## src/rtl/tcpc_pkg.sv

```systemverilog
`timescale 1ns / 1ps
// ----------------------------------------------------------------------------
// tcpc_pkg
// Shared types and constants of the text cell pixel compositor.
// ----------------------------------------------------------------------------
package tcpc_pkg;

    // Attribute bit positions within the low byte of a colour word.
    localparam int unsigned BOLD_BIT      = 0;
    localparam int unsigned FAINT_BIT     = 1;
    localparam int unsigned UNDERLINE_BIT = 3;
    localparam int unsigned REVERSE_BIT   = 5;
    localparam int unsigned INVISIBLE_BIT = 6;
    localparam int unsigned STRUCK_BIT    = 7;

    localparam int unsigned CHAN_W   = 8;
    localparam int unsigned NUM_CHAN = 3;
    localparam int unsigned WORD_W   = 32;
    localparam int unsigned ROW_W    = 8;
    localparam int unsigned CFG_W    = 24;
    localparam int unsigned STAGES   = 5;

    // Stream widths: payload bits padded to whole bytes.
    localparam int unsigned IN_BITS    = 4 * WORD_W + 2 + CHAN_W + ROW_W;
    localparam int unsigned IN_TDATA_W = ((IN_BITS + 7) / 8) * 8;
    localparam int unsigned OUT_TDATA_W = NUM_CHAN * CHAN_W;

    // Configuration register indexes.
    localparam logic CFG_CELL_HEIGHT = 1'b0;
    localparam logic CFG_DEFAULT_BG  = 1'b1;

    // Reset values of the configuration.
    localparam int unsigned CELL_HEIGHT_RESET = 16;
    localparam logic [7:0]  UL_ROW_RESET = 8'(CELL_HEIGHT_RESET * 86 / 100);
    localparam logic [6:0]  HALF_RESET   = 7'(CELL_HEIGHT_RESET / 2);
    localparam logic [CFG_W-1:0] DEFAULT_BG_RESET = '0;

    // floor(h * 86 / 100) as (h * UL_RECIP) >> UL_SHIFT, exact for 8-bit h.
    localparam logic [18:0] UL_RECIP = 19'd450898;
    localparam int unsigned UL_SHIFT = 19;

    // floor(f * 3 / 5) as (f * FAINT_MUL) >> FAINT_SHIFT, exact for 8-bit f.
    localparam logic [9:0]  FAINT_MUL   = 10'd615;
    localparam int unsigned FAINT_SHIFT = 10;

    // floor(x / 255) as (x * DIV255_MUL) >> DIV255_SHIFT, exact for x <= 255*255.
    localparam logic [15:0] DIV255_MUL   = 16'd32897;
    localparam int unsigned DIV255_SHIFT = 23;

    localparam logic [7:0] BOLD_ADD = 8'd30;
    localparam logic [7:0] CHAN_MAX = 8'hff;

    typedef logic [NUM_CHAN-1:0][CHAN_W-1:0] rgb_t;

    // One input beat, unpacked.
    typedef struct packed {
        logic [WORD_W-1:0] cursor_back;
        logic [WORD_W-1:0] cursor_fore;
        logic              cursor_cell;
        logic [ROW_W-1:0]  pixel_row;
        logic [CHAN_W-1:0] coverage;
        logic              has_char;
        logic [WORD_W-1:0] back_word;
        logic [WORD_W-1:0] fore_word;
    } pix_in_t;

    // Resolved colours and coverage after the first stage.
    typedef struct packed {
        rgb_t              fg;
        rgb_t              bg;
        logic              faint;
        logic [CHAN_W-1:0] cov;
        logic              empty;
    } sel_t;

    // Derived configuration handed to the datapath.
    typedef struct packed {
        logic [7:0]        ul_row;
        logic [6:0]        half;
        logic [CFG_W-1:0]  default_bg;
    } cfg_t;

endpackage

```

## src/rtl/tcpc_select.sv

```systemverilog
`timescale 1ns / 1ps
// ----------------------------------------------------------------------------
// tcpc_select
// First stage: colour choice, attributes and underline/strike coverage.
// ----------------------------------------------------------------------------
module tcpc_select (
    input  logic             clk,
    input  logic             en,
    input  tcpc_pkg::pix_in_t pix,
    input  tcpc_pkg::cfg_t   cfg,
    output tcpc_pkg::sel_t   sel
);

    tcpc_pkg::sel_t sel_reg;
    tcpc_pkg::sel_t sel_next;

    always_comb
    begin
        logic [31:0] fore;
        logic [31:0] back;
        logic [7:0]  attr;
        logic [7:0]  f;
        logic [7:0]  b;
        logic [8:0]  f_sum;
        logic        ul_hit;
        logic        st_hit;

        fore = pix.fore_word;
        back = pix.back_word;
        if (pix.cursor_cell)
        begin
            if (pix.has_char)
            begin
                fore = pix.back_word;
                back = pix.fore_word;
            end
            else
            begin
                fore = pix.cursor_back;
                back = pix.cursor_fore;
            end
        end
        attr = fore[7:0];

        for (int i = 0; i < tcpc_pkg::NUM_CHAN; i++)
        begin
            f = fore[31 - 8 * i -: 8];
            b = back[31 - 8 * i -: 8];
            f_sum = 9'd0;
            if (attr[tcpc_pkg::REVERSE_BIT])
            begin
                f = back[31 - 8 * i -: 8];
                b = fore[31 - 8 * i -: 8];
            end
            if (attr[tcpc_pkg::INVISIBLE_BIT])
                f = b;
            if (attr[tcpc_pkg::BOLD_BIT])
            begin
                f_sum = {1'b0, f} + {1'b0, tcpc_pkg::BOLD_ADD};
                f = f_sum[8] ? tcpc_pkg::CHAN_MAX : f_sum[7:0];
            end
            sel_next.fg[i] = f;
            sel_next.bg[i] = b;
        end

        ul_hit = attr[tcpc_pkg::UNDERLINE_BIT] && (pix.pixel_row >= cfg.ul_row);
        st_hit = attr[tcpc_pkg::STRUCK_BIT]
                 && (({1'b0, pix.pixel_row} + 9'd1) >= {2'b00, cfg.half})
                 && ({1'b0, pix.pixel_row} <= ({2'b00, cfg.half} + 9'd1));

        sel_next.faint = attr[tcpc_pkg::FAINT_BIT];
        sel_next.cov   = (ul_hit || st_hit) ? tcpc_pkg::CHAN_MAX : pix.coverage;
        sel_next.empty = !pix.has_char && (pix.fore_word == '0)
                         && (pix.back_word == '0) && !pix.cursor_cell;
    end

    always_ff @(posedge clk)
    begin
        if (en)
            sel_reg <= sel_next;
    end

    assign sel = sel_reg;

endmodule

```

## src/rtl/tcpc_blend.sv

```systemverilog
`timescale 1ns / 1ps
// ----------------------------------------------------------------------------
// tcpc_blend
// Four stages: faint scaling, blend products, sum, divide by 255 and
// default background selection.
// ----------------------------------------------------------------------------
module tcpc_blend (
    input  logic                              clk,
    input  logic [3:0]                        en,
    input  tcpc_pkg::sel_t                    sel,
    input  logic [tcpc_pkg::CFG_W-1:0]        default_bg,
    output tcpc_pkg::rgb_t                    rgb
);

    // Stage 2: faint applied, inverse coverage.
    tcpc_pkg::rgb_t fg2_reg, fg2_next;
    tcpc_pkg::rgb_t bg2_reg;
    logic [7:0]     cov2_reg;
    logic [7:0]     icov2_reg;
    logic           empty2_reg;

    // Stage 3: products.
    logic [2:0][15:0] pf3_reg, pf3_next;
    logic [2:0][15:0] pb3_reg, pb3_next;
    logic             empty3_reg;

    // Stage 4: blended sum.
    logic [2:0][15:0] sum4_reg, sum4_next;
    logic             empty4_reg;

    // Stage 5: quotient or default background.
    tcpc_pkg::rgb_t rgb5_reg, rgb5_next;

    always_comb
    begin
        logic [17:0] prod;
        for (int i = 0; i < tcpc_pkg::NUM_CHAN; i++)
        begin
            prod = sel.fg[i] * tcpc_pkg::FAINT_MUL;
            fg2_next[i] = sel.faint ? prod[tcpc_pkg::FAINT_SHIFT +: 8] : sel.fg[i];
        end
    end

    always_comb
    begin
        for (int i = 0; i < tcpc_pkg::NUM_CHAN; i++)
        begin
            pf3_next[i] = fg2_reg[i] * cov2_reg;
            pb3_next[i] = bg2_reg[i] * icov2_reg;
            sum4_next[i] = pf3_reg[i] + pb3_reg[i];
        end
    end

    always_comb
    begin
        logic [31:0] q;
        for (int i = 0; i < tcpc_pkg::NUM_CHAN; i++)
        begin
            q = sum4_reg[i] * tcpc_pkg::DIV255_MUL;
            rgb5_next[i] = empty4_reg ? default_bg[23 - 8 * i -: 8]
                                      : q[tcpc_pkg::DIV255_SHIFT +: 8];
        end
    end

    always_ff @(posedge clk)
    begin
        if (en[0])
        begin
            fg2_reg    <= fg2_next;
            bg2_reg    <= sel.bg;
            cov2_reg   <= sel.cov;
            icov2_reg  <= tcpc_pkg::CHAN_MAX - sel.cov;
            empty2_reg <= sel.empty;
        end
        if (en[1])
        begin
            pf3_reg    <= pf3_next;
            pb3_reg    <= pb3_next;
            empty3_reg <= empty2_reg;
        end
        if (en[2])
        begin
            sum4_reg   <= sum4_next;
            empty4_reg <= empty3_reg;
        end
        if (en[3])
            rgb5_reg <= rgb5_next;
    end

    assign rgb = rgb5_reg;

endmodule

```

## src/rtl/text_cell_pixel_compositor_top.sv

```systemverilog
`timescale 1ns / 1ps
// Throughput: one pixel per cycle while m_tready is held high; a beat passes
// five register stages in turn (select, faint, products, sum, quotient), each of
// which takes a new beat whenever the stage after it is empty or moving on.
// Reset: rst_n clears every stage valid bit and restores the configuration
// (cell height 16, default background black); payload registers are not reset.
// ----------------------------------------------------------------------------
// text_cell_pixel_compositor_top
// Gives the RGB value of one pixel of a terminal character cell.
// ----------------------------------------------------------------------------
module text_cell_pixel_compositor_top (
    input  logic                                clk,
    input  logic                                rst_n,

    // Input stream. s_tdata, from bit 0 up: fore_word[31:0], back_word[63:32],
    // has_char[64], coverage[72:65], pixel_row[80:73], cursor_cell[81],
    // cursor_fore[113:82], cursor_back[145:114], zero padding[151:146].
    input  logic                                s_tvalid,
    output logic                                s_tready,
    input  logic [tcpc_pkg::IN_TDATA_W-1:0]     s_tdata,

    // Output stream. m_tdata, from bit 0 up: red[7:0], green[15:8], blue[23:16].
    output logic                                m_tvalid,
    input  logic                                m_tready,
    output logic [tcpc_pkg::OUT_TDATA_W-1:0]    m_tdata,

    // Configuration write port. Index 0 is the cell height in pixels, index 1
    // is the default background (red 23:16, green 15:8, blue 7:0).
    input  logic                                cfg_wen,
    input  logic                                cfg_addr,
    input  logic [tcpc_pkg::CFG_W-1:0]          cfg_wdata
);

    localparam int unsigned NS = tcpc_pkg::STAGES;

    // The configuration is kept in the form the datapath needs: the first
    // underline row and half the cell height are worked out when written.
    logic [7:0]                  ul_row_reg, ul_row_next;
    logic [6:0]                  half_reg, half_next;
    logic [tcpc_pkg::CFG_W-1:0]  dbg_reg, dbg_next;
    tcpc_pkg::cfg_t              cfg;

    // One valid bit per stage; stage NS-1 is the output register.
    logic [NS-1:0] v_reg, v_next;
    logic [NS-1:0] en;

    tcpc_pkg::pix_in_t pix;
    tcpc_pkg::sel_t    sel;
    tcpc_pkg::rgb_t    rgb;

    always_comb
    begin
        logic [26:0] ul_prod;
        ul_row_next = ul_row_reg;
        half_next   = half_reg;
        dbg_next    = dbg_reg;
        ul_prod     = cfg_wdata[7:0] * tcpc_pkg::UL_RECIP;
        if (cfg_wen)
        begin
            case (cfg_addr)
                tcpc_pkg::CFG_CELL_HEIGHT:
                begin
                    ul_row_next = ul_prod[tcpc_pkg::UL_SHIFT +: 8];
                    half_next   = cfg_wdata[7:1];
                end
                tcpc_pkg::CFG_DEFAULT_BG:
                    dbg_next = cfg_wdata;
                default:
                    dbg_next = dbg_reg;
            endcase
        end
    end

    always_ff @(posedge clk or negedge rst_n)
    begin
        if (!rst_n)
        begin
            ul_row_reg <= tcpc_pkg::UL_ROW_RESET;
            half_reg   <= tcpc_pkg::HALF_RESET;
            dbg_reg    <= tcpc_pkg::DEFAULT_BG_RESET;
        end
        else
        begin
            ul_row_reg <= ul_row_next;
            half_reg   <= half_next;
            dbg_reg    <= dbg_next;
        end
    end

    assign cfg.ul_row     = ul_row_reg;
    assign cfg.half       = half_reg;
    assign cfg.default_bg = dbg_reg;

    // A stage loads when it is empty or when the stage after it loads, so
    // bubbles close up and a stall holds every occupied stage in place.
    always_comb
    begin
        en[NS-1] = !v_reg[NS-1] || m_tready;
        for (int k = NS - 2; k >= 0; k--)
            en[k] = !v_reg[k] || en[k+1];

        v_next[0] = en[0] ? s_tvalid : v_reg[0];
        for (int k = 1; k < NS; k++)
            v_next[k] = en[k] ? v_reg[k-1] : v_reg[k];
    end

    always_ff @(posedge clk or negedge rst_n)
    begin
        if (!rst_n)
            v_reg <= '0;
        else
            v_reg <= v_next;
    end

    assign s_tready = en[0];
    assign m_tvalid = v_reg[NS-1];

    assign pix = s_tdata[tcpc_pkg::IN_BITS-1:0];

    tcpc_select u_select (
        .clk (clk),
        .en  (en[0]),
        .pix (pix),
        .cfg (cfg),
        .sel (sel)
    );

    tcpc_blend u_blend (
        .clk        (clk),
        .en         (en[NS-1:1]),
        .sel        (sel),
        .default_bg (dbg_reg),
        .rgb        (rgb)
    );

    // Channel 0 is red, which goes to the lowest byte.
    assign m_tdata = {rgb[2], rgb[1], rgb[0]};

    // An accepted beat always lands in the first stage.
    a_accept_lands: assert property (@(posedge clk) disable iff (!rst_n)
        (s_tvalid && s_tready) |=> v_reg[0])
        else $error("accepted beat did not enter the first stage");

    // Beats in flight are conserved: one in and none out adds exactly one.
    a_count_up: assert property (@(posedge clk) disable iff (!rst_n)
        ((s_tvalid && s_tready) && !(m_tvalid && m_tready))
        |=> ($countones(v_reg) == $countones($past(v_reg)) + 1))
        else $error("beat count in the pipeline went wrong");

    // A held stage keeps its beat.
    a_hold: assert property (@(posedge clk) disable iff (!rst_n)
        1'b1 |=> (($past(v_reg) & ~$past(en) & ~v_reg) == '0))
        else $error("a stalled stage dropped its beat");

    // With the output register empty the pipeline can always take a beat.
    a_ready_when_empty: assert property (@(posedge clk) disable iff (!rst_n)
        !m_tvalid |-> s_tready)
        else $error("input stalled although the output register is empty");

endmodule

```

## config.mk

```make
export PLATFORM = sky130hd
export DESIGN_NAME = text_cell_pixel_compositor_top
export DESIGN_NICKNAME = d
export VERILOG_FILES = /design/src/rtl/tcpc_pkg.sv /design/src/rtl/tcpc_select.sv /design/src/rtl/tcpc_blend.sv /design/src/rtl/text_cell_pixel_compositor_top.sv
export SDC_FILE = /design/constraint.sdc
export NUM_CORES = 2
export LEC_CHECK = 0
export ABC_CLOCK_PERIOD_IN_PS = 8000
export BUFFER_PORTS_ARGS = -buffer_cell sky130_fd_sc_hd__buf_2
export CAP_MARGIN = 25
export CORE_UTILIZATION = 60
export DETAILED_ROUTE_END_ITERATION = 12
export PLACE_DENSITY = 0.79
export RECOVER_POWER = 25
export SYNTH_ARGS = -nofsm -noshare
export SYNTH_HDL_FRONTEND = slang
export SYNTH_SLANG_ARGS = --single-unit
```

## constraint.sdc

```tcl
create_clock -name clk -period 8 [get_ports clk]
set_clock_uncertainty 0.2 [all_clocks]
set_input_delay 0.8 -clock clk [delete_from_list [all_inputs] [get_ports clk]]
set_output_delay 0.8 -clock clk [all_outputs]
set_load 0.01 [all_outputs]
```

* Word-level counts from Yosys, hierarchy flattened
Cells that the tools add are included.
Storage, ports and cells: register bits 337, bits of input ports 182, output and inout bits 26, word-level logic and storage cells 114
Operators by class: add/subtract/negate cells 9, multipliers 13, order comparisons 3, multiplexer cells 25, bitwise gates (word level) 1, reduce and logical (&&, ||, !) cells 23
Operator list (number):
- 2-to-1 mux 8 bit | 21
- 2-to-1 mux 32 bit | 4
- multiplier 8 x 8 -> 16 bit | 6
- multiplier 16 x 16 -> 31 bit, second input constant | 3
- logical NOT 32 bit | 2
- multiplier 8 x 10 -> 18 bit, second input constant | 3
- adder 16 bit | 3
- adder 8 x 5 -> 9 bit, second input constant | 3
- multiplier 8 x 18 -> 26 bit, second input constant | 1
- adder 8 x 1 -> 9 bit, second input constant | 1
- greater-or-equal comparator 9 x 7 -> 1 bit | 1
- less-or-equal comparator 8 x 9 -> 1 bit | 1
- adder 7 x 1 -> 8 bit, second input constant | 1
- greater-or-equal comparator 8 bit | 1
- subtractor 8 bit, first input constant | 1
- logical NOT 1 bit | 7
- logical AND 1 bit | 6
- logical OR 1 bit | 6
- AND reduction 2 bit | 2
- inverter 1 bit | 1

* Longest topological paths before layout
word-level depth 7, depth in mapped cells 19, mapped depth without buffers 18

* By module
From an unflattened synthesis, not the netlist that was laid out.
Second synthesis, totals: cell total of the unflattened synthesis 3621, area, all modules 37554.8 sq um
By module, submodules not included:
- tcpc_blend | instances 1, cells an instance 2714, area an instance 28732.6 sq um, sequential area each 7056.8 sq um
- tcpc_select | instances 1, cells an instance 554, area an instance 5128.7 sq um, sequential area each 1741.7 sq um
- text_cell_pixel_compositor_top | instances 1, cells an instance 353, area an instance 3693.5 sq um, sequential area each 1106.1 sq um

* Worst setup path after synthesis
OpenSTA, ideal clock, no wires.
kind input-to-output, from input m_tready, to output s_tready, data arrival time 4.336 ns, data required time 7.000 ns, slack 2.664 ns, stages on the path 4, buffers on the path 0, cell sequence nor2b_1 -> nand4_1 -> inv_1 -> nand2_1
Between the ends: longest elaborated chain between the ends 5
RTL lines:
- from (decl) | line text_cell_pixel_compositor_top.sv:24 | input logic m_tready,
- logical OR 1 bit | line text_cell_pixel_compositor_top.sv:98 | en[NS-1] = !v_reg[NS-1] || m_tready;
- logical OR 1 bit (3 in series) | line text_cell_pixel_compositor_top.sv:100 | en[k] = !v_reg[k] || en[k+1];
- named net en[1] | line text_cell_pixel_compositor_top.sv:45 | logic [NS-1:0] en;
- logical OR 1 bit | line text_cell_pixel_compositor_top.sv:100
- to (decl) | line text_cell_pixel_compositor_top.sv:19 | output logic s_tready,
The timed path passes the listed nets, and every way through them passes these cells.

==> run metrics <==
status finished with violations; failing checks max-capacitance violations, max-slew violations; DR DRC count 0; CTS tree built; length of routed wiring on met1 about 34,000 um; antenna viol nets, final 0; via count approximately 26,000; I/O Buffers 191; min-delay worst type register to register; register area share after synthesis 26.6%; Die Width 251 um; worst slack, placed about 2.6 ns; CP startpoint u_blend.cov2_reg[5]; final setup fails 0; area share of the largest cell type after synthesis a little under a quarter; GPL Wtd Cong slightly above 0.9; post-CTS sizing 0; RSZ-0062 raised after global routing false; Met3 Wirelength about 3500 um; Worst R2R Setup Slack around 2.7 ns; Vias per Instance 5.65; number of top-level pins ~210; grt total ovfl 0; Total GRT Usage 25.5%; insertion delay of the later-clocked pin in the worst-skew pair a little under 0.6 ns; Fin Setup TNS 0 ns; top cells by area, synth edfxtp_1 (24%), ha_1 (23%), fa_1 (16%), and2_1 (5.7%), inv_1 (5.1%); Gate Count Post-Synth 3,589; Final WS setup roughly 2.7 ns; clock transition at the registers of the reported paths 0.07 ns; vias in the first global route 26,300; initial antenna violation count 2; arrival time worst endpoint ~5.4 ns; chip height about 250 um; met2 WL 36,800 um; DR top layer met5; max reg flops between 50 and 60; Area Growth Syn to Fin 8.37%; register area approximately 9900 um2; Root Driver clkbuf_16; post-synth cell types 70; CTS buffer count 40; worst-path fanout max 24; DP HPWL roughly 62,000 um; Post-CTS Setup Inserts 0; R2R Path End u_blend.pf3_reg[15]; Final Max Slew Viols about 110; H-tree levels 2; final WL 77,600 um; Net count, final around 4,900; initial DRC count between 1,000 and 1,500; startpoint types register; placeable core region slightly above 60,000 um2; area of the multi-input gates 25,100 um2; Worst Reg-to-Reg Cells 15; WHS Path Cells 0; Setup crit end u_blend.pf3_reg[15]; Max Root-Sink Buffers 3; post-synth top area cell edfxtp_1; final instance area 40,300 um2; fin crit period about 5.3 ns; largest net degree at the start of global routing 74; reg2reg start u_blend.cov2_reg[5]; initial core utilization ~60%; DIE AREA about 63,000 um2; number of fill cells around 4,700; element type at the critical path end register; Rows 90; part of the cycle the worst path needs between 60% and 70%; mapped cell area approximately 37,000 um2; CP Data Required Time 8.12 ns; Top FF cell, synth edfxtp_1; Synth Net Count roughly 4,700; first-pass GRT wire length roughly 130,000 um; max_slew headroom -45.4%; worst-margin pin slew ~2.2 ns; Avg WL per Cell roughly 17 um; Fmax 189 MHz; average size of a mapped cell between 10 and 15 um2; FFs w/ async S/R, synth a little over an eighth; max_cap viols 3; fraction of layout cells with a size suffix above 1 roughly a tenth; Fin. Hold Viols 0; Area after DPL a little under 40,000 um2; drt first pass iters 5; Post-synth EDFFs a little under 300; Setup Crit Path Kind register to register; FF+latch count, synth ~340; hold_buf cts 1; Ys Warns 0; clock sink total 337
metal layers:
layer	track usage, %	vias up
met4	9.51	4
li1	-	12600
met2	43.5	608
met5	0	-
met3	3.39	134
met1	33.3	12500
kinds of logic (layout without fill, tap and decap cells):
logic type                 after synthesis  after routing  share of synthesized area [%]
adders and majority gates              970            970                           38.5
and+or+nand+nor                        936            936                           13.2
buffers and inverters                  577            787                           5.94
AOI/OAI and AO/OA                      454            454                           7.58
DFF                                    337            337                           26.6
xor gates and xnor gates               173            173                           4.08
muxes                                  142            142                           4.06
other                                    0              1                              0
metrics by stage:
step	hold slack, ns	util [%]	cells
after global placement	0.202	64.0	4503
after floorplan	0.200	-	3589
after detailed placement	0.205	64.1	4505
final	0.215	66.2	4582
after CTS	0.211	66.3	4580
after global routing	0.222	66.2	4581
how the worst min path moves through the flow:
stage / to / startpoint
2_1_floorplan: u_blend.bg2_reg[0] / u_select.sel[10]
3_3_place_gp: u_blend.bg2_reg[7] / u_select.sel[17]
3_5_place_dp: u_blend.bg2_reg[10] / u_select.sel[20]
4_1_cts: dbg_reg[8] / cfg_wdata[8]
5_1_grt: u_blend.bg2_reg[18] / u_select.sel[28]
6_report: u_blend.bg2_reg[6] / u_select.sel[16]
worst max-delay path, cell delays in order, from the launching register on:
cell and delay (ns):
edfxtp_1 1.01, nand2_1 0.21, fa_1 0.54, fa_1 0.49, inv_1 0.05, fa_1 0.47, inv_1 0.05, fa_1 0.47
inv_1 0.05, ha_1 0.32, inv_1 0.10, o21bai_1 0.10, a31o_2 0.27, a41o_1 0.26, o41a_1 0.33, xnor2_1 0.13
cells in the final DEF, fill, tap and decap left out, types with 7 or more instances in the layout:
master     Yosys  routed
a21oi_1      136     136
a21o_1        38      38
dfrtp_1       40      40
o21ai_0      126     126
nand2b_1      22      22
ha_1         682     682
fa_1         288     288
nand4_1       13      13
o211ai_1      14      14
and2_1       338     330
clkbuf_16      0      41
or2_2         27      27
o21bai_1      15      15
xnor2_1      132     132
nor4_1        25      25
buf_2         10     188
and3_1        12      12
o31ai_1        7       7
mux2_2        45      45
nor2_1       108     108
nor2b_1       24      24
a211oi_1      18      18
nand2_1      233     232
mux2i_1       94      94
buf_4          6      12
clkbuf_1      51      10
nor3_1        51      51
inv_1        504     504
or3_1         12      12
nand3_1       53      53
o21a_1        29      29
and2_0         0       8
edfxtp_1     293     293
xor2_1        41      40
Yosys cell counts (all sizes together) (5+ instances only):
cell       n
o21bai    15
nor4      25
a21o      38
dfrtp     40
o211ai    14
xor2      41
and2     338
fa       288
o41ai      5
nand3     53
a31o       6
inv      504
a21oi    138
mux2i     95
a31oi      5
mux2      46
nor2b     24
o21a      29
or3       12
a2111oi    6
nor2     108
nand2b    22
buf       21
nand4     13
o31ai      7
nand2    233
edfxtp   293
xnor2    132
ha       682
clkbuf    51
or2       27
a211oi    18
a21boi     5
o31a       6
a41oi      5
nor3      51
o21ai    130
and4       6
and3      12
final cells by class:
type,count,area share [%]
repair buffers,208,2.65
diodes,1,0.00621
clock buffers,48,2.71
well taps,782,2.43
multi-input cells,2675,62.3
clock inverters,26,0.652
flip-flops and latches,337,24.6
inverters,505,4.71
Power is not shown: default switching activity piles up to over one toggle a cycle in this logic, so the estimate is an artifact.
